`src/hcrr_pkg.sv`:
```
// ----------------------------------------------------------------------------
// hcrr_pkg
// Shared constants and control types for the hashed counter random range block.
// ----------------------------------------------------------------------------
package hcrr_pkg;

	localparam int WORD_W   = 64;
	localparam int FACTOR_W = 32;
	localparam int DIGIT_W  = 8;
	localparam int DIGITS   = FACTOR_W / DIGIT_W;
	localparam int DCNT_W   = $clog2(DIGITS);
	localparam int BCNT_W   = $clog2(WORD_W);
	localparam int SHIFT    = 32;

	localparam logic [WORD_W-1:0]   STEP_INCREMENT = 64'h0000_0000_E120_FC15;
	localparam logic [FACTOR_W-1:0] MIX_FACTOR_A   = 32'h4A39_B70D;
	localparam logic [FACTOR_W-1:0] MIX_FACTOR_B   = 32'h12FA_D5C9;

	// Start request to the shared multiply-and-fold unit
	typedef struct packed {
		logic start;
		logic sel_b;
	} fold_ctl_t;

	// Start request to the serial remainder unit
	typedef struct packed {
		logic start;
	} rem_ctl_t;

endpackage

```
`src/hashed_counter_random_range.sv`:
```
// An item whose bounds differ runs the two 4-digit serial multiplies and the
// 64-step serial remainder in turn; equal bounds give zero, skip straight to
// the done state and leave the counter as it is. A stalled output holds the
// done state. One item in flight at a time.
// Reset: arst_n clears the counter to zero and empties the block.
// ----------------------------------------------------------------------------
// hashed_counter_random_range
// Counter-based random number in a requested range: advance a 64-bit counter,
// mix it with two multiply-and-fold passes, reduce into the range.
// ----------------------------------------------------------------------------
module hashed_counter_random_range (
	input  logic               clk,
	input  logic               arst_n,
	input  logic               seed_we,
	input  logic signed [31:0] seed_value,
	input  logic               in_valid,
	output logic               in_ready,
	input  logic signed [63:0] low_bound,
	input  logic signed [63:0] high_bound,
	output logic               out_valid,
	input  logic               out_ready,
	output logic signed [63:0] random_value
);
	import hcrr_pkg::*;

	typedef enum logic [2:0] {
		S_IDLE,
		S_MIX_A,
		S_MIX_B,
		S_REDUCE,
		S_DONE
	} state_t;

	state_t            state_q;
	fold_ctl_t         fold_ctl_q;
	rem_ctl_t          rem_ctl_q;
	logic [WORD_W-1:0] counter_q;
	logic [WORD_W-1:0] lo_q;
	logic [WORD_W-1:0] span_q;
	logic [WORD_W-1:0] mix_q;
	logic              equal_q;
	logic              out_valid_q;
	logic [WORD_W-1:0] result_q;
	logic [WORD_W-1:0] fold_operand;
	logic [WORD_W-1:0] fold_result;
	logic              fold_done;
	logic [WORD_W-1:0] rem_value;
	logic              rem_done;
	logic              accept;
	logic              bounds_equal;
	logic              out_free;
	logic              fold_start;
	logic              fold_sel_b;
	logic              rem_start;

	assign in_ready     = (state_q == S_IDLE);
	assign accept       = in_valid && in_ready;
	assign bounds_equal = (low_bound == high_bound);
	assign out_free     = !out_valid_q || out_ready;

	// Start the multiply passes and the remainder in turn
	assign fold_start = (accept && !bounds_equal) || ((state_q == S_MIX_A) && fold_done);
	assign fold_sel_b = (state_q == S_MIX_A);
	assign rem_start  = (state_q == S_MIX_B) && fold_done;

	// First pass mixes the counter, second pass mixes the first result
	assign fold_operand = (state_q == S_MIX_A) ? counter_q : mix_q;

	hcrr_fold u_fold (
		.clk     (clk),
		.arst_n  (arst_n),
		.ctl     (fold_ctl_q),
		.operand (fold_operand),
		.done    (fold_done),
		.result  (fold_result)
	);

	hcrr_rem u_rem (
		.clk       (clk),
		.arst_n    (arst_n),
		.ctl       (rem_ctl_q),
		.dividend  (mix_q),
		.divisor   (span_q),
		.done      (rem_done),
		.remainder (rem_value)
	);

	// Sequencer: state, unit start requests, counter and output register
	always_ff @(posedge clk or negedge arst_n) begin
		if (!arst_n) begin
			state_q     <= S_IDLE;
			fold_ctl_q  <= '0;
			rem_ctl_q   <= '0;
			counter_q   <= '0;
			out_valid_q <= 1'b0;
		end else begin
			fold_ctl_q <= '{start: fold_start, sel_b: fold_sel_b};
			rem_ctl_q  <= '{start: rem_start};
			// Load a finished item when the output is free, drop a taken one
			if (state_q == S_DONE && out_free) begin
				out_valid_q <= 1'b1;
			end else if (out_ready) begin
				out_valid_q <= 1'b0;
			end
			// Advance the counter for a draw, or reload it from the seed
			if (accept && !bounds_equal) begin
				counter_q <= counter_q + STEP_INCREMENT;
			end else if (seed_we) begin
				counter_q <= {{(WORD_W-32){seed_value[31]}}, seed_value};
			end
			unique case (state_q)
				S_IDLE: begin
					if (accept) begin
						if (bounds_equal) begin
							state_q <= S_DONE;
						end else begin
							state_q <= S_MIX_A;
						end
					end
				end
				S_MIX_A: begin
					if (fold_done) begin
						state_q <= S_MIX_B;
					end
				end
				S_MIX_B: begin
					if (fold_done) begin
						state_q <= S_REDUCE;
					end
				end
				S_REDUCE: begin
					if (rem_done) begin
						state_q <= S_DONE;
					end
				end
				S_DONE: begin
					if (out_free) begin
						state_q <= S_IDLE;
					end
				end
				default: begin
					state_q <= S_IDLE;
				end
			endcase
		end
	end

	// Capture item fields and intermediate results
	always_ff @(posedge clk) begin
		if (accept) begin
			lo_q    <= $unsigned(low_bound);
			span_q  <= $unsigned(high_bound) - $unsigned(low_bound) + 64'd1;
			equal_q <= bounds_equal;
		end
		if (fold_done) begin
			mix_q <= fold_result;
		end
		// Full-range span wraps to zero: add the raw mixed value unreduced
		if (state_q == S_DONE && out_free) begin
			if (equal_q) begin
				result_q <= '0;
			end else if (span_q == '0) begin
				result_q <= lo_q + mix_q;
			end else begin
				result_q <= lo_q + rem_value;
			end
		end
	end

	assign out_valid    = out_valid_q;
	assign random_value = $signed(result_q);

endmodule

```
`src/hcrr_fold.sv`:
```
// ----------------------------------------------------------------------------
// hcrr_fold
// Digit-serial multiply by a 32-bit mixing constant, low 64 bits kept, then
// xor with the product shifted right by 32. One 8-bit digit per cycle.
// ----------------------------------------------------------------------------
module hcrr_fold (
	input  logic                      clk,
	input  logic                      arst_n,
	input  hcrr_pkg::fold_ctl_t       ctl,
	input  logic [63:0]               operand,
	output logic                      done,
	output logic [63:0]               result
);
	import hcrr_pkg::*;

	logic [WORD_W-1:0]         mcand_q;
	logic [FACTOR_W-1:0]       mplier_q;
	logic [WORD_W-1:0]         acc_q;
	logic [DCNT_W-1:0]         cnt_q;
	logic                      busy_q;
	logic                      done_q;
	logic [WORD_W+DIGIT_W-1:0] part_prod;

	// Partial product of the multiplicand and the current factor digit
	assign part_prod = {{DIGIT_W{1'b0}}, mcand_q} * {{WORD_W{1'b0}}, mplier_q[DIGIT_W-1:0]};

	// Control: start, count digits, pulse done after the last one
	always_ff @(posedge clk or negedge arst_n) begin
		if (!arst_n) begin
			busy_q <= 1'b0;
			done_q <= 1'b0;
			cnt_q  <= '0;
		end else begin
			done_q <= 1'b0;
			if (ctl.start) begin
				busy_q <= 1'b1;
				cnt_q  <= '0;
			end else if (busy_q) begin
				cnt_q <= cnt_q + DCNT_W'(1);
				if (cnt_q == DCNT_W'(DIGITS - 1)) begin
					busy_q <= 1'b0;
					done_q <= 1'b1;
				end
			end
		end
	end

	// Datapath: load operands, then accumulate and shift one digit a cycle
	always_ff @(posedge clk) begin
		if (ctl.start) begin
			mcand_q  <= operand;
			mplier_q <= ctl.sel_b ? MIX_FACTOR_B : MIX_FACTOR_A;
			acc_q    <= '0;
		end else if (busy_q) begin
			acc_q    <= acc_q + part_prod[WORD_W-1:0];
			mcand_q  <= mcand_q << DIGIT_W;
			mplier_q <= mplier_q >> DIGIT_W;
		end
	end

	assign done   = done_q;
	assign result = acc_q ^ (acc_q >> SHIFT);

endmodule

```
`src/hcrr_rem.sv`:
```
// ----------------------------------------------------------------------------
// hcrr_rem
// Restoring bit-serial remainder of a 64-bit dividend by a 64-bit divisor,
// one dividend bit per cycle.
// ----------------------------------------------------------------------------
module hcrr_rem (
	input  logic                 clk,
	input  logic                 arst_n,
	input  hcrr_pkg::rem_ctl_t   ctl,
	input  logic [63:0]          dividend,
	input  logic [63:0]          divisor,
	output logic                 done,
	output logic [63:0]          remainder
);
	import hcrr_pkg::*;

	logic [WORD_W-1:0] rem_q;
	logic [WORD_W-1:0] dvd_q;
	logic [WORD_W-1:0] div_q;
	logic [BCNT_W-1:0] cnt_q;
	logic              busy_q;
	logic              done_q;
	logic [WORD_W:0]   trial;
	logic [WORD_W:0]   diff;

	// Shift in the next dividend bit and try the subtraction
	assign trial = {rem_q, dvd_q[WORD_W-1]};
	assign diff  = trial - {1'b0, div_q};

	// Control: count dividend bits, pulse done after the last one
	always_ff @(posedge clk or negedge arst_n) begin
		if (!arst_n) begin
			busy_q <= 1'b0;
			done_q <= 1'b0;
			cnt_q  <= '0;
		end else begin
			done_q <= 1'b0;
			if (ctl.start) begin
				busy_q <= 1'b1;
				cnt_q  <= '0;
			end else if (busy_q) begin
				cnt_q <= cnt_q + BCNT_W'(1);
				if (cnt_q == BCNT_W'(WORD_W - 1)) begin
					busy_q <= 1'b0;
					done_q <= 1'b1;
				end
			end
		end
	end

	// Datapath: keep the difference when the trial value is not below the divisor
	always_ff @(posedge clk) begin
		if (ctl.start) begin
			rem_q <= '0;
			dvd_q <= dividend;
			div_q <= divisor;
		end else if (busy_q) begin
			dvd_q <= dvd_q << 1;
			if (trial >= {1'b0, div_q}) begin
				rem_q <= diff[WORD_W-1:0];
			end else begin
				rem_q <= trial[WORD_W-1:0];
			end
		end
	end

	assign done      = done_q;
	assign remainder = rem_q;

endmodule

```
`config.mk`:
```
export PLATFORM = sky130hd
export DESIGN_NAME = hashed_counter_random_range
export DESIGN_NICKNAME = d
export VERILOG_FILES = /design/src/hcrr_pkg.sv /design/src/hashed_counter_random_range.sv /design/src/hcrr_fold.sv /design/src/hcrr_rem.sv
export SDC_FILE = /design/constraint.sdc
export NUM_CORES = 2
export LEC_CHECK = 0
export BUFFER_PORTS_ARGS = -buffer_cell sky130_fd_sc_hd__buf_4
export CORE_MARGIN = 2
export CORE_UTILIZATION = 50
export CTS_BUF_LIST = sky130_fd_sc_hd__clkbuf_4 sky130_fd_sc_hd__clkbuf_8 sky130_fd_sc_hd__clkbuf_16
export DETAILED_ROUTE_END_ITERATION = 8
export PLACE_DENSITY_LB_ADDON = 0.25
export SYNTH_ARGS = -nofsm -noshare
export SYNTH_HDL_FRONTEND = slang
export SYNTH_SLANG_ARGS = --single-unit
```
`constraint.sdc`:
```
create_clock -name clk -period 9.3 [get_ports clk]
set_input_delay 1.395 -clock clk [delete_from_list [all_inputs] [get_ports clk]]
set_output_delay 1.395 -clock clk [all_outputs]
set_load 0.01 [all_outputs]
```
# ---- After elaboration in Yosys (flattened, before gate mapping)
# Index checks and enable logic that the tools add are counted.
dict set report word_totals {
  ram_bits 0
  n_memories 0
  wordCells 100
  output_inout_bits 66
  latch_bits 0
  rom_bits 0
  reg_bits 692
}
dict set report op_classes {
  eq_ne 12
  n_bitwise 1
  shift 0
  add_sub_neg 9
  mul 1
  n_reduce_logical 16
  n_mux 37
  order_cmp 1
  n_div 0
}
# cell n
set op_table {}
lappend op_table {{2-to-1 mux 64 bit} 9}
lappend op_table {{adder 64 bit} 3}
lappend op_table {{subtractor 64 bit} 2}
lappend op_table {{greater-or-equal comparator 65 x 64 -> 1 bit} 1}
lappend op_table {{adder 64 x 1 -> 64 bit (second input constant)} 1}
lappend op_table {{adder 64 x 32 -> 64 bit (second input constant)} 1}
lappend op_table {{equality test 64 bit} 1}
lappend op_table {{logical NOT 64 bit} 1}
lappend op_table {{multiplier 64 x 8 -> 64 bit} 1}
lappend op_table {{2-to-1 mux 32 bit} 2}
lappend op_table {{bitwise XOR 64 x 32 -> 64 bit} 1}
lappend op_table {{2-to-1 mux 31 bit} 1}
lappend op_table {{2-to-1 mux 3 bit} 6}
lappend op_table {{case mux 3 bit (5 select lines)} 1}
lappend op_table {{2-to-1 mux 1 bit} 14}
lappend op_table {{2-to-1 mux 6 bit} 2}
lappend op_table {{!= test 2 x 1 -> 1 bit (second input constant)} 4}
lappend op_table {{nonzero test 2 bit} 4}
lappend op_table {{adder 6 x 1 -> 6 bit (second input constant)} 1}
lappend op_table {{equality test 3 x 2 -> 1 bit (second input constant)} 2}
lappend op_table {{equality test 6 bit (second input constant)} 1}
lappend op_table {{logical AND 1 bit} 5}
lappend op_table {{AND reduction 5 bit} 1}
lappend op_table {{2-to-1 mux 2 bit} 2}
lappend op_table {{other kinds (8)} 10}

# ---- Logic depth before layout (Yosys ltp)
dict set report depth {
  depth_word 4
  mapped_depth 24
  mapped_depth_nobuf 22
}

# ---- By module
# Synthesis repeated with hierarchy kept, for this count alone.
dict set report unflattened {
  cells_unflattened 5712
  hier_area_um2 56374.1
}
# module area_each_um2 seq_area_each_um2 n_inst cells_per_inst
set by_module_without_submodules {}
lappend by_module_without_submodules {hcrr_fold 22444.0 3903.7 1 2365}
lappend by_module_without_submodules {hashed_counter_random_range 21851.0 9494.1 1 2129}
lappend by_module_without_submodules {hcrr_rem 12079.1 5325.1 1 1218}

# ---- Least setup slack after synthesis
# Ideal clock, no wire load.
dict set report synth_timing {
  kind {register to register}
  from {register u_fold.mplier_q[0]}
  to {register u_fold.acc_q[57]}
  slack_ns 3.517
  n_path_buf 3
  synth_period_minus_slack_ns 5.783
  arrival_ns 5.528
  setup_time_ns 0.255
  path_stages_with_launch 24
  cell_sequence {edfxtp_1 > clkbuf_1 > clkbuf_1 > nand2_1 > fa_1 > inv_1 > fa_1 > fa_1 > inv_1 > fa_1 > inv_1 > ha_1 > clkbuf_1 > a21oi_1 > o21bai_1 > a21o_1 > a221o_1 > a211oi_1 > a21bo_2 > a211oi_1 > nor2_1 > a31oi_1 > xor2_1 > o22ai_1}
}
dict set report synth_between {
  elab_chain_len 2
}
# item line
set synth_lines {}
lappend synth_lines {{start, declared} hcrr_fold.sv:17} ;# logic [FACTOR_W-1:0] mplier_q;
lappend synth_lines {{start signal, assigned} hcrr_fold.sv:52} ;# mplier_q <= ctl.sel_b ? MIX_FACTOR_B : MIX_FACTOR_A;
lappend synth_lines {{start signal, assigned} hcrr_fold.sv:57} ;# mplier_q <= mplier_q >> DIGIT_W;
lappend synth_lines {{multiplier 64 x 8 -> 64 bit} hcrr_fold.sv:25} ;# assign part_prod = {{DIGIT_W{1'b0}}, mcand_q} * {{WORD_W{1'b0}}, mplier_q[DIGIT_W-1:0]};
lappend synth_lines {{adder 64 bit} hcrr_fold.sv:55} ;# acc_q <= acc_q + part_prod[WORD_W-1:0];
lappend synth_lines {{end signal, assigned} hcrr_fold.sv:55}
lappend synth_lines {{end, declared} hcrr_fold.sv:18} ;# logic [WORD_W-1:0] acc_q;
# No other way between the ends.
# A chain may end at the register's enable or synchronous reset.

# ---- Final worst setup path
dict set report layout_timing {
  from {register span_q[38]}
  to {register result_q[63] (netlist: random_value[63]), data pin}
}
dict set report layout_between {
  elab_chain_len 2
}
# item line
set layout_lines {}
lappend layout_lines {{start, declared} hashed_counter_random_range.sv:39} ;# logic [WORD_W-1:0] span_q;
lappend layout_lines {{start signal, assigned} hashed_counter_random_range.sv:152} ;# span_q <= $unsigned(high_bound) - $unsigned(low_bound) + 64'd1;
lappend layout_lines {{logical NOT 64 bit} hashed_counter_random_range.sv:162} ;# end else if (span_q == '0) begin
lappend layout_lines {{2-to-1 mux 64 bit} hashed_counter_random_range.sv:162}
lappend layout_lines {{end signal, assigned} hashed_counter_random_range.sv:163} ;# result_q <= lo_q + mix_q;
lappend layout_lines {{end signal, assigned} hashed_counter_random_range.sv:165} ;# result_q <= lo_q + rem_value;
lappend layout_lines {{end, declared} hashed_counter_random_range.sv:43} ;# logic [WORD_W-1:0] result_q;
# No other way between the ends.

==> results.txt <==
number of sinks handled by clock tree synthesis: 680
number of library cell types mapped by synthesis: 101
max_slew headroom: 19.8%
data arrival time at the worst-slack endpoint: 7.49 ns
fraction of met1 tracks used by global routing: 42.7%
Critical Path Fanout Max: 40
Setup crit start kind: flop
area growth from synthesis to layout: 9.92%
count of nets after finishing: 6841
router iterations before antenna repair: 6
Period minus WS final: 7.12 ns
Final Cell Area: 0.0617 mm^2
average footprint of a synthesized cell: 9.60 um^2
Starting DRT DRC Count: 4253
sequential-to-total area share from yosys stat: 33.3%
quantity of gates resized following cts: 0
total DRC errors in the routed layout: 0
final count of hold timing violations: 0
Final Skew: 0.0256 ns
Net Count, Synth: 6759
TritonCTS buffer count: 80
number of flip-flops and latches in the synthesized netlist: 680
DRT antenna net count: 0
Slew Viols, Final: 0
Tot GR Track Use: 30.1%
GRT met3 Usage: 5.42%
die boundary height: 339 um
global-route wire length before repair: 265 mm
port bufs: 230
placed wire-length estimate after detailed placement: 134 mm
achievable clock frequency: 140 MHz
unrepaired setup endpoints after global routing: false
number of setup violations in the final report: 0
overall die width: 339 um
Clock Tree Root: sky130_fd_sc_hd__clkbuf_16
placed instance area: 0.0590 mm^2
Worst-path clk slew: 0.06 ns
FFs w/ async S/R, synth: 12.2%
via count of the first global-routing pass: 43100
share of cells above drive strength 1: 11.2%
main flop type after synthesis: sky130_fd_sc_hd__edfxtp_1
Min Hold Slack: 0.452 ns
Slew @ Worst Pin: 1.20 ns
weighted congestion reported at the end of routability-driven placement: 0.966
class of the most critical hold timing path: reg2reg
instance count of the mapped netlist: 5853
type of element capturing the critical path: flop
wire per inst: 23.4 um
antenna violations before repair: 2
total die area: 0.115 mm^2
area of the mapped netlist: 0.0562 mm^2
max capacitance violation total: 0
run status: complete, no violations
Clock Path Buffers: 3
clock tree from TritonCTS: done
average via count per standard cell: 5.89
total core area: 0.111 mm^2
Crit Path Category: reg2reg
post-route setup TNS: 0 ns
final worst-path cycle share: 76.5%
count of boundary I/O pins: 231
vias after detailed routing: 44200
clock insertion delay at the later pin of the skew report: 0.67 ns
synthesis warning total: 0
fraction of met2 tracks used by global routing: 46.5%
Post-synth EDFFs: 469
post-detailed-routing wire length: 175 mm
Cell Rows: 122
pin count of the biggest net entering global routing: 82
busiest layer in global routing: met2
initial cell density of the core: 50.6%
postcts setup bufs: 0
total congestion overflow: 0
CP Data Required Time: 9.67 ns
number of buffers inserted by hold repair at cts: 0
H-tree lvl count: 3
-- Yosys cell counts (all sizes together) (26+ instances only) --
cell type / number / share of area (%)
buf: 38 / 0.43
mux2: 133 / 2.7
nand3: 71 / 0.64
a311oi: 41 / 0.86
edfxtp: 469 / 25
o22ai: 26 / 0.29
o21ai: 202 / 1.8
nor2: 423 / 2.9
and2: 367 / 4.1
mux2i: 57 / 1.0
a211oi: 82 / 1.2
a21oi: 339 / 3.1
xor2: 111 / 1.7
xnor2: 156 / 2.4
a31oi: 101 / 1.1
and3: 46 / 0.52
nor3: 63 / 0.58
nor2b: 44 / 0.49
clkbuf: 232 / 1.6
dfxtp: 128 / 4.6
fa: 413 / 15
nor4: 35 / 0.40
ha: 328 / 7.3
nand2b: 37 / 0.42
nand2: 571 / 3.9
o21bai: 52 / 0.72
dfrtp: 83 / 3.7
inv: 679 / 4.5
a21o: 161 / 2.2
nand4: 89 / 0.99
-- cell families (layout without fill, tap and decap cells) --
group	after synthesis	after routing	synth area share, %
adders and majority gates	741	741	22.0
other	0	3	0
DFF	680	680	33.3
xor gates and xnor gates	267	267	4.16
and+or+nand+nor	1809	1809	15.7
AOI/OAI and AO/OA	1215	1215	14.5
buffers and inverters	951	1100	6.54
muxes	190	190	3.68
-- final timing paths --
kind | from | end | slack, ns | cells past startpoint
worst max-delay path | span_q[38] | random_value[63] | 2.18 | 17
worst min-delay path | span_q[17] | u_rem.div_q[17] | 0.45 | 0
worst max register to register | span_q[38] | random_value[63] | 2.18 | 17
worst min register to register | span_q[17] | u_rem.div_q[17] | 0.45 | 0
max in group asynchronous | arst_n | fold_ctl_q[1] | 7.41 | 2
min in group asynchronous | arst_n | out_valid | 0.64 | 1
-- per-layer routing --
metal  part of all wire, %  vias to the layer above
met5                     0                        -
met1                    44                    21900
met4                   3.3                        0
li1                      -                    20300
met2                    45                     1766
met3                   7.9                      287
-- flip-flops by register name (all words and copies together), names as in the netlist, 3 cells and up --
register / count
counter_q: 64
lo_q: 64
mix_q: 64
random_value: 64
span_q: 64
state_q: 3
u_fold.acc_q: 64
u_fold.mcand_q: 64
u_fold.mplier_q: 20
u_rem.cnt_q: 6
u_rem.div_q: 64
u_rem.dvd_q: 64
u_rem.remainder: 64
-- final cells by class --
cell class              instances  area (um^2)
multi-input cells            4222        33800
clock inverters                41          497
fillers                      9921        49200
diodes                          3         7.51
well taps                    1488         1860
flip-flops and latches        680        18700
inverters                     681         2560
clock buffers                 108         2260
repair buffers                270         2030
-- per-stage QoR --
stage	worst slack (ns)	util [%]	std cells
after global routing	2.12	55.6	7490
final	2.18	55.6	7493
after detailed placement	2.58	53.1	7341
after CTS	2.52	55.6	7490
after floorplan	3.52	-	5853
after global placement	2.59	53.1	7341
-- worst max-delay path, cell delays in order, from the launching register on --
cell	delay (ns)
sky130_fd_sc_hd__edfxtp_1	0.50
sky130_fd_sc_hd__nor4_1	1.01
sky130_fd_sc_hd__nand4_1	0.45
sky130_fd_sc_hd__nor4_2	0.28
sky130_fd_sc_hd__buf_4	0.56
sky130_fd_sc_hd__mux2_2	0.41
sky130_fd_sc_hd__ha_1	0.36
sky130_fd_sc_hd__a21o_1	0.22
sky130_fd_sc_hd__o21bai_1	0.17
sky130_fd_sc_hd__a221oi_1	0.45
sky130_fd_sc_hd__o221ai_1	0.25
sky130_fd_sc_hd__a41oi_2	0.46
sky130_fd_sc_hd__o21ai_1	0.31
sky130_fd_sc_hd__a21oi_1	0.50
sky130_fd_sc_hd__o21ai_0	0.23
sky130_fd_sc_hd__a221oi_1	0.41
sky130_fd_sc_hd__xnor2_1	0.18
sky130_fd_sc_hd__nor2_1	0.07
-- cell usage in the layout (no fill, tap or decap), types with 21 or more instances in the layout --
master and instances:
sky130_fd_sc_hd__a21boi_0 22, sky130_fd_sc_hd__clkbuf_16 81, sky130_fd_sc_hd__a211oi_1 72, sky130_fd_sc_hd__nand4_1 89
sky130_fd_sc_hd__nand2b_1 36, sky130_fd_sc_hd__fa_1 413, sky130_fd_sc_hd__mux2i_1 57, sky130_fd_sc_hd__ha_1 328
sky130_fd_sc_hd__o211ai_1 23, sky130_fd_sc_hd__clkbuf_4 22, sky130_fd_sc_hd__nor3_1 61, sky130_fd_sc_hd__a21oi_1 326
sky130_fd_sc_hd__xor2_1 111, sky130_fd_sc_hd__xnor2_1 156, sky130_fd_sc_hd__o21bai_1 51, sky130_fd_sc_hd__nor4_1 33
sky130_fd_sc_hd__inv_1 677, sky130_fd_sc_hd__a31oi_1 101, sky130_fd_sc_hd__nand3_1 70, sky130_fd_sc_hd__nor2b_1 44
sky130_fd_sc_hd__o22ai_1 26, sky130_fd_sc_hd__nand2_2 21, sky130_fd_sc_hd__o21ai_0 184, sky130_fd_sc_hd__dfrtp_1 78
sky130_fd_sc_hd__a311oi_1 21, sky130_fd_sc_hd__nor2_1 420, sky130_fd_sc_hd__edfxtp_1 469, sky130_fd_sc_hd__buf_4 270
sky130_fd_sc_hd__mux2_2 133, sky130_fd_sc_hd__and2_1 363, sky130_fd_sc_hd__and3_1 44, sky130_fd_sc_hd__a21o_1 161
sky130_fd_sc_hd__o21a_1 25, sky130_fd_sc_hd__dfxtp_1 128, sky130_fd_sc_hd__nand2_1 550
Power is left out: the tool's default activity adds up to more than one toggle a clock period on the data nets, which glitch-free logic cannot reach.
